**src/sv/x86_16_mov_instruction_decoder_unit_defines.svh**
```systemverilog
// Assertion macros for the MOV decoder RTL.
// Included by the modules that carry concurrent checks; no other dependencies.
`ifndef X86_16_MOV_INSTRUCTION_DECODER_UNIT_DEFINES_SVH
`define X86_16_MOV_INSTRUCTION_DECODER_UNIT_DEFINES_SVH
`ifndef SYNTHESIS
// same-cycle implication
`define MOV_ASSERT_IMP(label, clk, rst_n, ante, cons, msg) \
    label: assert property (@(posedge clk) disable iff (!rst_n) (ante) |-> (cons)) \
        else $error(msg);
// next-cycle implication
`define MOV_ASSERT_NXT(label, clk, rst_n, ante, cons, msg) \
    label: assert property (@(posedge clk) disable iff (!rst_n) (ante) |=> (cons)) \
        else $error(msg);
`else
`define MOV_ASSERT_IMP(label, clk, rst_n, ante, cons, msg)
`define MOV_ASSERT_NXT(label, clk, rst_n, ante, cons, msg)
`endif
`endif

```
**src/sv/x86mov_pkg.sv**
```systemverilog
// Shared types, opcode patterns and the opcode classifier for the MOV decoder.
// No dependencies.
package x86mov_pkg;

    typedef enum logic [2:0] {
        FORM_RM_REG  = 3'd0,
        FORM_IMM_REG = 3'd1,
        FORM_IMM_RM  = 3'd2,
        FORM_MEM_ACC = 3'd3,
        FORM_ACC_MEM = 3'd4,
        FORM_BAD     = 3'd5
    } form_t;

    localparam logic [5:0] OP_RM_REG  = 6'b100010;   // 100010dw
    localparam logic [3:0] OP_IMM_REG = 4'b1011;     // 1011wreg
    localparam logic [6:0] OP_IMM_RM  = 7'b1100011;  // 1100011w
    localparam logic [6:0] OP_MEM_ACC = 7'b1010000;  // 1010000w
    localparam logic [6:0] OP_ACC_MEM = 7'b1010001;  // 1010001w

    localparam logic [1:0] MOD_MEM    = 2'b00;
    localparam logic [1:0] MOD_DISP8  = 2'b01;
    localparam logic [1:0] MOD_DISP16 = 2'b10;
    localparam logic [1:0] MOD_REG    = 2'b11;
    localparam logic [2:0] RM_DIRECT  = 3'b110;

    localparam int unsigned BYTE_W = 8;
    localparam int unsigned WORD_W = 16;

    typedef struct packed {
        logic                valid;
        logic [BYTE_W-1:0]   data;
    } beat_t;

    typedef struct packed {
        logic [2:0]          form;
        logic                bad_opcode;
        logic                dir_bit;
        logic                wide_bit;
        logic [1:0]          mode_field;
        logic [2:0]          reg_field;
        logic [2:0]          rm_field;
        logic                is_direct;
        logic [WORD_W-1:0]   displacement;
        logic [WORD_W-1:0]   immediate;
        logic [2:0]          length;
    } rec_t;

    function automatic form_t classify(input logic [BYTE_W-1:0] op);
        form_t f;
        if (op[7:2] == OP_RM_REG)
            f = FORM_RM_REG;
        else if (op[7:4] == OP_IMM_REG)
            f = FORM_IMM_REG;
        else if (op[7:1] == OP_IMM_RM)
            f = FORM_IMM_RM;
        else if (op[7:1] == OP_MEM_ACC)
            f = FORM_MEM_ACC;
        else if (op[7:1] == OP_ACC_MEM)
            f = FORM_ACC_MEM;
        else
            f = FORM_BAD;
        return f;
    endfunction

endpackage

```
**src/sv/x86mov_in_stage.sv**
```systemverilog
// Input register for the code byte stream.
// Depends on x86mov_pkg (beat_t).
module x86mov_in_stage
    import x86mov_pkg::*;
(
    input  logic              clk,
    input  logic              rst_n,
    input  logic              in_valid,
    output logic              in_ready,
    input  logic [BYTE_W-1:0] code_byte,
    input  logic              take,
    output beat_t             beat
);

    logic              valid_reg;
    logic              valid_next;
    logic [BYTE_W-1:0] data_reg;
    logic [BYTE_W-1:0] data_next;

    assign in_ready = !valid_reg || take;

    always_comb
    begin
        valid_next = valid_reg;
        data_next  = data_reg;
        if (in_valid && in_ready)
        begin
            valid_next = 1'b1;
            data_next  = code_byte;
        end
        else if (take)
        begin
            valid_next = 1'b0;
        end
    end

    always_ff @(posedge clk or negedge rst_n)
    begin
        if (!rst_n)
            valid_reg <= 1'b0;
        else
            valid_reg <= valid_next;
    end

    always_ff @(posedge clk)
    begin
        data_reg <= data_next;
    end

    assign beat.valid = valid_reg;
    assign beat.data  = data_reg;

endmodule

```
**src/sv/x86mov_core.sv**
```systemverilog
// Decode core: instruction state registers and the per-byte field decode.
// Depends on x86mov_pkg and the assertion macro header.
`include "x86_16_mov_instruction_decoder_unit_defines.svh"

module x86mov_core
    import x86mov_pkg::*;
(
    input  logic  clk,
    input  logic  rst_n,
    input  logic  step,
    input  beat_t beat,
    output logic  rec_valid,
    output rec_t  rec
);

    logic [2:0]        idx_reg,   idx_next;
    logic [BYTE_W-1:0] op_reg,    op_next;
    logic [BYTE_W-1:0] modrm_reg, modrm_next;
    logic [WORD_W-1:0] disp_reg,  disp_next;
    logic [WORD_W-1:0] imm_reg,   imm_next;

    logic [BYTE_W-1:0] b;
    form_t             cls;
    logic [1:0]        mod_f;
    logic [2:0]        rm_f;
    logic [2:0]        hdr;
    logic [2:0]        dlen;
    logic [2:0]        ilen;
    logic [2:0]        exp_len;
    logic [2:0]        q;
    logic [2:0]        q2;
    logic              bad;
    logic              done;

    assign b = beat.data;

    always_comb
    begin
        op_next    = op_reg;
        modrm_next = modrm_reg;
        disp_next  = disp_reg;
        imm_next   = imm_reg;
        if (idx_reg == 3'd0)
        begin
            op_next    = b;
            modrm_next = '0;
            disp_next  = '0;
            imm_next   = '0;
        end
        cls = classify(op_next);
        if (idx_reg == 3'd1 && (cls == FORM_RM_REG || cls == FORM_IMM_RM))
            modrm_next = b;

        mod_f = modrm_next[7:6];
        rm_f  = modrm_next[2:0];
        hdr   = 3'd1;
        dlen  = 3'd0;
        ilen  = 3'd0;
        case (cls)
            FORM_IMM_REG:
            begin
                ilen = op_next[3] ? 3'd2 : 3'd1;
            end
            FORM_MEM_ACC, FORM_ACC_MEM:
            begin
                dlen = 3'd2;
            end
            FORM_RM_REG, FORM_IMM_RM:
            begin
                hdr = 3'd2;
                case (mod_f)
                    MOD_MEM:    dlen = (rm_f == RM_DIRECT) ? 3'd2 : 3'd0;
                    MOD_DISP8:  dlen = 3'd1;
                    MOD_DISP16: dlen = 3'd2;
                    default:    dlen = 3'd0;
                endcase
                if (cls == FORM_IMM_RM)
                    ilen = op_next[0] ? 3'd2 : 3'd1;
            end
            default:
            begin
                hdr = 3'd1;
            end
        endcase

        // ModRM forms do not know their length until the second byte
        if (hdr == 3'd2 && idx_reg == 3'd0)
            exp_len = 3'd0;
        else
            exp_len = hdr + dlen + ilen;

        q  = idx_reg - hdr;
        q2 = q - dlen;
        if (idx_reg >= hdr)
        begin
            if (q < dlen)
            begin
                if (q == 3'd0)
                    disp_next = (dlen == 3'd1) ? {{8{b[7]}}, b} : {8'h00, b};
                else
                    disp_next = {b, disp_next[7:0]};
            end
            else
            begin
                if (q2 == 3'd0)
                    imm_next = {8'h00, b};
                else
                    imm_next = {b, imm_next[7:0]};
            end
        end

        bad  = (idx_reg == 3'd0) && (cls == FORM_BAD);
        done = bad || (exp_len != 3'd0 && ({1'b0, idx_reg} + 4'd1) >= {1'b0, exp_len});
        idx_next = done ? 3'd0 : idx_reg + 3'd1;
    end

    // result record
    always_comb
    begin
        rec              = '0;
        rec.form         = cls;
        rec.wide_bit     = op_next[0];
        rec.displacement = disp_next;
        rec.immediate    = imm_next;
        rec.length       = exp_len;
        case (cls)
            FORM_RM_REG, FORM_IMM_RM:
            begin
                rec.dir_bit    = (cls == FORM_RM_REG) ? op_next[1] : 1'b0;
                rec.mode_field = mod_f;
                rec.reg_field  = modrm_next[5:3];
                rec.rm_field   = rm_f;
                rec.is_direct  = (mod_f == MOD_MEM) && (rm_f == RM_DIRECT);
            end
            FORM_IMM_REG:
            begin
                rec.dir_bit    = 1'b1;
                rec.wide_bit   = op_next[3];
                rec.mode_field = MOD_REG;
                rec.reg_field  = op_next[2:0];
            end
            FORM_MEM_ACC, FORM_ACC_MEM:
            begin
                rec.dir_bit   = (cls == FORM_MEM_ACC);
                rec.rm_field  = RM_DIRECT;
                rec.is_direct = 1'b1;
            end
            default:
            begin
                rec            = '0;
                rec.bad_opcode = 1'b1;
                rec.length     = 3'd1;
            end
        endcase
    end

    assign rec_valid = step && done;

    always_ff @(posedge clk or negedge rst_n)
    begin
        if (!rst_n)
        begin
            idx_reg   <= '0;
            op_reg    <= '0;
            modrm_reg <= '0;
            disp_reg  <= '0;
            imm_reg   <= '0;
        end
        else if (step)
        begin
            idx_reg   <= idx_next;
            op_reg    <= op_next;
            modrm_reg <= modrm_next;
            disp_reg  <= disp_next;
            imm_reg   <= imm_next;
        end
    end

    `MOV_ASSERT_IMP(a_idx_range, clk, rst_n, 1'b1, idx_reg <= 3'd5, "byte index out of range")
    `MOV_ASSERT_NXT(a_done_restart, clk, rst_n, step && done, idx_reg == 3'd0, "index not reset after record")
    `MOV_ASSERT_IMP(a_op_known, clk, rst_n, idx_reg != 3'd0, classify(op_reg) != FORM_BAD, "mid-instruction with bad opcode")

endmodule

```
**src/sv/x86mov_out_stage.sv**
```systemverilog
// Result register holding one decoded record until the consumer takes it.
// Depends on x86mov_pkg (rec_t).
module x86mov_out_stage
    import x86mov_pkg::*;
(
    input  logic clk,
    input  logic rst_n,
    input  logic load,
    input  rec_t rec_in,
    output logic space,
    output logic out_valid,
    input  logic out_ready,
    output rec_t rec_out
);

    logic valid_reg;
    logic valid_next;
    rec_t rec_reg;
    rec_t rec_next;

    assign space = !valid_reg || out_ready;

    always_comb
    begin
        rec_next   = rec_reg;
        valid_next = valid_reg && !out_ready;
        if (load)
        begin
            valid_next = 1'b1;
            rec_next   = rec_in;
        end
    end

    always_ff @(posedge clk or negedge rst_n)
    begin
        if (!rst_n)
            valid_reg <= 1'b0;
        else
            valid_reg <= valid_next;
    end

    always_ff @(posedge clk)
    begin
        rec_reg <= rec_next;
    end

    assign out_valid = valid_reg;
    assign rec_out   = rec_reg;

endmodule

```
**src/sv/x86_16_mov_instruction_decoder_unit.sv**
```systemverilog
// 8086 MOV decoder: takes one instruction byte per beat and returns one decoded record
// per MOV instruction (or one error record per unrecognized opcode byte). A byte is
// accepted every cycle while the result side keeps up; each byte goes through an
// input register, one pass of field decode into the instruction state, and a result
// register; the decode step of a record's last byte loads that result register.
// A stalled result holds back the decode step; the input register still takes one
// more byte.
// Depends on x86mov_pkg, x86mov_in_stage, x86mov_core, x86mov_out_stage.
module x86_16_mov_instruction_decoder_unit
    import x86mov_pkg::*;
(
    input  logic                     clk,
    input  logic                     rst_n,
    input  logic                     in_valid,
    output logic                     in_ready,
    input  logic [7:0]               code_byte,
    output logic                     out_valid,
    input  logic                     out_ready,
    output logic [2:0]               form,
    output logic                     bad_opcode,
    output logic                     dir_bit,
    output logic                     wide_bit,
    output logic [1:0]               mode_field,
    output logic [2:0]               reg_field,
    output logic [2:0]               rm_field,
    output logic                     is_direct,
    output logic signed [15:0]       displacement,
    output logic [15:0]              immediate,
    output logic [2:0]               length
);

    beat_t beat;
    logic  space;
    logic  step;
    logic  rec_valid;
    rec_t  rec;
    rec_t  rec_out;

    // decode advances when a byte is held and the result slot is free or draining
    assign step = beat.valid && space;

    x86mov_in_stage u_in
    (
        .clk       (clk),
        .rst_n     (rst_n),
        .in_valid  (in_valid),
        .in_ready  (in_ready),
        .code_byte (code_byte),
        .take      (step),
        .beat      (beat)
    );

    x86mov_core u_core
    (
        .clk       (clk),
        .rst_n     (rst_n),
        .step      (step),
        .beat      (beat),
        .rec_valid (rec_valid),
        .rec       (rec)
    );

    x86mov_out_stage u_out
    (
        .clk       (clk),
        .rst_n     (rst_n),
        .load      (rec_valid),
        .rec_in    (rec),
        .space     (space),
        .out_valid (out_valid),
        .out_ready (out_ready),
        .rec_out   (rec_out)
    );

    assign form         = rec_out.form;
    assign bad_opcode   = rec_out.bad_opcode;
    assign dir_bit      = rec_out.dir_bit;
    assign wide_bit     = rec_out.wide_bit;
    assign mode_field   = rec_out.mode_field;
    assign reg_field    = rec_out.reg_field;
    assign rm_field     = rec_out.rm_field;
    assign is_direct    = rec_out.is_direct;
    assign displacement = $signed(rec_out.displacement);
    assign immediate    = rec_out.immediate;
    assign length       = rec_out.length;

endmodule

```
**config.mk**
```make
export PLATFORM = sky130hd
export DESIGN_NAME = x86_16_mov_instruction_decoder_unit
export DESIGN_NICKNAME = d
export VERILOG_FILES = /design/src/sv/x86mov_pkg.sv /design/src/sv/x86mov_in_stage.sv /design/src/sv/x86mov_core.sv /design/src/sv/x86mov_out_stage.sv /design/src/sv/x86_16_mov_instruction_decoder_unit.sv
export VERILOG_INCLUDE_DIRS = /design/src /design/src/sv
export SDC_FILE = /design/constraint.sdc
export NUM_CORES = 1
export LEC_CHECK = 0
export ABC_AREA = 1
export BUFFER_PORTS_ARGS = -buffer_cell sky130_fd_sc_hd__buf_2
export CAP_MARGIN = 25
export CORE_MARGIN = 2
export CORE_UTILIZATION = 60
export CTS_BUF_LIST = sky130_fd_sc_hd__clkbuf_16
export DETAILED_ROUTE_END_ITERATION = 7
export GPL_TIMING_DRIVEN = 0
export PLACE_DENSITY = 0.87
export SYNTH_ARGS = -nofsm -noshare
export SYNTH_HDL_FRONTEND = slang
export SYNTH_SLANG_ARGS = --single-unit
```
**constraint.sdc**
```tcl
create_clock -name clk -period 11.3 [get_ports clk]
set_clock_uncertainty 0.1 [all_clocks]
set_input_delay 1.13 -clock clk [delete_from_list [all_inputs] [get_ports clk]]
set_output_delay 1.13 -clock clk [all_outputs]
set_load 0.1 [all_outputs]
```
# Word level (Yosys, flattened, before mapping)
# Cells that the tools add are included.
[totals]
reg_bits = 111
in_bits = 12
wordCells = 107
[classes]
add_sub_neg = 6
magnitude_cmp = 3
n_eq_ne = 16
muxes = 36
n_reduce_logical = 27
[ops]
columns = ["cell", "count"]
rows = [
  ["two-way mux 16 bit", 9],
  ["two-way mux 8 bit", 3],
  ["== test 7 bit, second input constant", 3],
  ["two-way mux 3 bit", 7],
  ["zero test 3 bit", 4],
  ["case mux 3 bit (2 select lines)", 2],
  ["case mux 5 bit (2 select lines)", 1],
  ["== test 3 x 1 -> 1 bit, second input constant", 3],
  ["== test 3 bit, second input constant", 3],
  ["logical AND 1 bit", 9],
  ["case mux 3 bit (3 select lines)", 1],
  ["two-way mux 2 bit", 4],
  ["case mux 4 bit (2 select lines)", 1],
  ["== test 3 x 2 -> 1 bit, second input constant", 2],
  ["== test 6 bit, second input constant", 1],
  ["two-way mux 1 bit", 6],
  ["OR reduction 5 bit", 1],
  ["adder 3 x 1 -> 4 bit, second input constant", 1],
  ["== test 2 bit, second input constant", 2],
  ["== test 4 bit, second input constant", 1],
  [">= comparator 4 x 3 -> 1 bit", 1],
  ["logical OR 1 bit", 4],
  ["OR reduction 2 bit", 2],
  ["OR reduction 4 bit", 1],
  ["14 further kinds", 16],
]

# Depth between registers and ports, before layout
[logic_depth]
ltp_word = 24
ltp_mapped = 33
mapped_depth_nobuf = 31

# Cells and area by module
# Synthesis repeated with hierarchy kept, for this count alone.
[hier_totals]
hier_cells = 674
area_unflattened_um2 = 5793.1
[by_module_without_submodules]
columns = ["module", "instances", "cells_per_inst", "area_each_um2", "seq_area_each_um2"]
rows = [
  ["x86mov_core", 1, 602, 3946.3, 1276.2],
  ["x86mov_out_stage", 1, 55, 1546.5, 1526.5],
  ["x86mov_in_stage", 1, 15, 292.8, 265.3],
  ["x86_16_mov_instruction_decoder_unit", 1, 2, 7.5, 0.0],
]

# Worst setup path after synthesis
# OpenSTA, ideal clock, no wires.
[synth_timing]
kind = "flip-flop to flip-flop"
startpoint = "register u_core.idx_reg[0]"
endpoint = "register u_out.rec_reg, in the netlist u_out.rec_out[10], data pin"
arrival_time_ns = 4.391
path_slack_ns = 6.543
path_stages_with_launch = 25
n_path_buf = 2
cell_sequence = "dfrtp_1 > inv_1 > ha_1 > buf_4 > inv_1 > nor2_1 > nand2_1 > nand2_1 > nor2_1 > nand3_2 > nand2_4 > clkinv_1 > ha_1 > inv_1 > fa_1 > inv_1 > fa_1 > inv_1 > nor4_2 > inv_1 > nor2_1 > clkbuf_1 > nor2_1 > a21oi_1 > nor2_1"
[synth_via]
elab_chain_cells = 21
elab_cells_between_ends = 42
cone_classes = "add/sub: 2; order compare: 2; eq/ne: 13; mux: 16; reduce/logical: 9"
[synth_lines]
columns = ["element", "line", "rtl"]
rows = [
  ["start, declared", "x86mov_core.sv:16", "logic [2:0] idx_reg, idx_next;"],
  ["start signal, assigned", "x86mov_core.sv:171", "idx_reg <= idx_next;"],
  ["zero test 3 bit", "x86mov_core.sv:43", "if (idx_reg == 3'd0)"],
  ["two-way mux 8 bit", "x86mov_core.sv:43", ""],
  ["== test 7 bit", "x86mov_pkg.sv:58", "else if (op[7:1] == OP_ACC_MEM)"],
  ["two-way mux 1 bit", "x86mov_pkg.sv:58", ""],
  ["two-way mux 3 bit", "x86mov_pkg.sv:56", "else if (op[7:1] == OP_MEM_ACC)"],
  ["two-way mux 3 bit", "x86mov_pkg.sv:54", "else if (op[7:1] == OP_IMM_RM)"],
  ["two-way mux 3 bit", "x86mov_pkg.sv:52", "else if (op[7:4] == OP_IMM_REG)"],
  ["two-way mux 3 bit", "x86mov_pkg.sv:50", "if (op[7:2] == OP_RM_REG)"],
  ["[... 5 more ...]", "-", ""],
  ["two-way mux 2 bit", "x86mov_core.sv:72", "MOD_MEM: dlen = (rm_f == RM_DIRECT) ? 3'd2 : 3'd0;"],
  ["case mux 3 bit (3 select lines)", "x86mov_core.sv:71", "case (mod_f)"],
  ["case mux 3 bit (2 select lines)", "x86mov_core.sv:59", "case (cls)"],
  ["subtractor 3 bit", "x86mov_core.sv:93", "q2 = q - dlen;"],
  ["zero test 3 bit", "x86mov_core.sv:105", "if (q2 == 3'd0)"],
  ["two-way mux 16 bit", "x86mov_core.sv:105", ""],
  ["two-way mux 16 bit", "x86mov_core.sv:96", "if (q < dlen)"],
  ["two-way mux 16 bit", "x86mov_core.sv:94", "if (idx_reg >= hdr)"],
  ["end signal, assigned", "x86mov_out_stage.sv:44", "rec_reg <= rec_next;"],
  ["end, declared", "x86mov_out_stage.sv:18", "rec_t rec_reg;"],
]
# Several ways; a longest one is shown, not always the timed one.
# A chain may end at the register's enable or synchronous reset.

# Worst setup path in the final report
[layout_timing]
startpoint = "register u_core.idx_reg[1]"
endpoint = "register u_out.rec_reg, in the netlist u_out.rec_out[10], data pin"
# The elaborated chain is that of the path after synthesis.

==> impl_metrics.json <==
{
  "status": "completed",
  "slew-limit-headroom_pct": 57.6,
  "grt_overflow": 0,
  "hpwlAfterDp_um": 9000,
  "fin_setup_tns_ns": 0,
  "ant_nets": 0,
  "synth_top_area_cell": "edfxtp_1",
  "yosysWarnings": 0,
  "cts_buffer_depth": 2,
  "rows": 34,
  "fin_crit_ns": 6.00,
  "regArea_um2": 3070,
  "largest_reg_flops": 50,
  "ctsHoldBuffers": 0,
  "synth_seq_cells": 111,
  "drt_iter0_markers": 508,
  "async_flop_share_pct": 47.7,
  "max_clock_freq_mhz": 167,
  "cp_data_required_time_ns": 11.29,
  "start_kind": "register",
  "synth_nets": 611,
  "fp.coreArea_um2": 8760,
  "synth_mux_area_share_pct": 0,
  "arrival_ns": 5.99,
  "routed_wl_um": 13400,
  "io_buffers": 63,
  "drt_first_pass_iters": 8,
  "die_y_um": 99.1,
  "drive_above_1_share_pct": 18.0,
  "syn_area_um2": 5430,
  "avgRoutedWirePerCell_um": 17.3,
  "initial_utilization_pct": 61.9,
  "grt_max_degree": 51,
  "seq_area_frac_synth_pct": 56.5,
  "grt_setup_unrepaired": "no",
  "crit_type": "register to register",
  "yosys.area_share.simple_pct": 20.9,
  "grt_pass1_wl_um": 21800,
  "synth_compound_area_share_pct": 11.3,
  "area_growth_syn_to_layout_pct": 14.7,
  "cap_violations": 0,
  "gp_congestion": 0.942,
  "syn-instance-count": 584,
  "postCtsSetupBuffers": 0,
  "htree_levels": 3,
  "die_w_um": 99.1,
  "numCtsBuffers": 9,
  "drt-vias-per-instance": 5.96,
  "num_io_pins": 64,
  "ys.flop_type": "edfxtp_1",
  "cts_tree": "done",
  "ys_types": 40,
  "path_clk_slew_ns": 0.08,
  "hold_viol": 0,
  "cts_root_buffer": "clkbuf_16",
  "period_share_pct": 53.1,
  "slew_violations": 0,
  "nets": 687,
  "grt_pass1_vias": 4621,
  "grt_use_total_pct": 28.3,
  "n_antenna_cell": 0,
  "avgSynthCellArea_um2": 9.29,
  "cp-end-kind": "register",
  "synth-edff-count": 58,
  "antenna_found_initial": 0,
  "num_vias": 4604,
  "tightest_slew_ns": 0.635,
  "synth_top_family_by_area": "simple AND/OR/NAND/NOR gates",
  "path_max_fanout": 10,
  "synth_top_cell_area_share_pct": 32.1,
  "synth-xor-area-share_pct": 0.323,
  "synthTopCellsByArea": "edfxtp_1 32%, dfrtp_1 24%, nand2_1 8.2%",
  "multi_input_area_um2": 1980,
  "clock_latency_ns": 0.35,
  "remaining_drc_errors": 0,
  "die-area_um2": 9820,
  "synthAdderAreaFrac_pct": 3.87,
  "n_fill_cell": 643,
  "cts.sinks": 111,
  "finalSetupViolations": 0,
  "cts_resized": 0,
  "holdCritPathClass": "register to register"
}
==> placed cells by master, fill, tap and decap left out, drive strengths merged <==
| master | instances |
|---|---|
| a211oi | 1 |
| a21boi | 1 |
| a21oi | 19 |
| a31oi | 12 |
| a32oi | 1 |
| buf | 75 |
| clkbuf | 23 |
| clkinv | 7 |
| dfrtp | 53 |
| edfxtp | 58 |
| fa | 3 |
| ha | 12 |
| inv | 68 |
| nand2 | 137 |
| nand3 | 39 |
| nand3b | 1 |
| nor2 | 67 |
| nor3 | 2 |
| nor4 | 3 |
| o211ai | 2 |
| o21ai | 70 |
| o22ai | 3 |
| o31ai | 4 |
| or2 | 2 |
| xnor2 | 1 |
| xor2 | 1 |
==> layer usage <==
| metal | wire length [um] | vias to the layer above | GRT usage [%] |
|---|---|---|---|
| met4 | 486 | 0 | 12.9 |
| met3 | 1270 | 58 | 5.48 |
| met2 | 6520 | 282 | 46.9 |
| li1 | - | 2084 | - |
| met1 | 5080 | 2180 | 36.4 |
| met5 | 0 | - | 0 |
==> cell families after synthesis <==
kind of cell	after synthesis
compound gates	113
simple gates	251
xor+xnor	2
flops	111
buf+inv	92
fa+ha+maj	15
==> synthesized netlist by cell type, types with 2 or more instances <==
| cell | count |
|---|---|
| clkinv_1 | 4 |
| a21oi_1 | 18 |
| o22ai_1 | 3 |
| dfrtp_1 | 53 |
| inv_2 | 2 |
| o21ai_0 | 57 |
| o211ai_1 | 2 |
| o31ai_1 | 4 |
| nand3_2 | 6 |
| nand2_4 | 6 |
| buf_1 | 5 |
| a31oi_1 | 12 |
| buf_6 | 2 |
| nand2_1 | 119 |
| nor3_1 | 2 |
| nand2_2 | 12 |
| buf_4 | 2 |
| nand3_1 | 33 |
| nor2_2 | 3 |
| clkbuf_1 | 14 |
| o21ai_1 | 12 |
| edfxtp_1 | 58 |
| ha_1 | 12 |
| inv_1 | 62 |
| fa_1 | 3 |
| nor4_1 | 2 |
| nor2_1 | 63 |
==> worst max-delay path: stages (launching register included) <==
cell	delay [ns]
dfrtp_1	0.46
inv_1	0.13
ha_1	0.16
buf_4	0.19
inv_1	0.05
nor2_1	0.36
nand2_1	0.09
nand2_1	0.12
nor2_1	0.08
nand3_2	0.10
nand2_4	0.12
clkinv_1	0.25
ha_1	0.20
inv_1	0.07
fa_1	0.51
inv_1	0.08
fa_1	0.53
inv_1	0.06
nor4_2	0.58
inv_1	0.19
nor2_1	0.50
clkbuf_1	0.40
nor2_1	0.08
a21oi_1	0.24
nor2_1	0.07
==> area by class of cell <==
| class | instances | area share (%) |
|---|---|---|
| Timing Repair Buffer | 65 | 5.71 |
| Inverter | 68 | 4.10 |
| Clock buffer | 9 | 3.62 |
| Multi-Input combinational cell | 381 | 31.8 |
| Buffer | 24 | 1.99 |
| Clock inverter | 7 | 1.31 |
| Tap cell | 108 | 2.17 |
| Sequential cell | 111 | 49.3 |
==> through the flow <==
stage / hold WS (ns) / std cells / instance area [um2] / util, % / setup WS, ns
after floorplan: 0.346 / 584 / 5430 / - / 6.54
after global placement: 0.364 / 755 / 5880 / 67.1 / 5.71
after detailed placement: 0.375 / 756 / 5900 / 67.3 / 5.55
after CTS: 0.397 / 772 / 6200 / 70.8 / 5.45
after global routing: 0.429 / 773 / 6220 / 71.0 / 4.89
final: 0.397 / 773 / 6220 / 71.0 / 5.30
==> worst paths after layout <==
check	from	end	slack, ns	cells past startpoint
max	u_core.idx_reg[1]	u_out.rec_out[10]	5.30	24
min	u_core.disp_reg[4]	u_core.disp_reg[4]	0.40	2
max reg2reg	u_core.idx_reg[1]	u_out.rec_out[10]	5.30	24
min reg2reg	u_core.disp_reg[4]	u_core.disp_reg[4]	0.40	2
max in group asynchronous	rst_n	u_core.disp_reg[11]	9.82	2
min in group asynchronous	rst_n	u_core.op_reg[4]	0.69	1
Power is not shown: default switching activity piles up to over one toggle a cycle in this logic, so the estimate is an artifact.
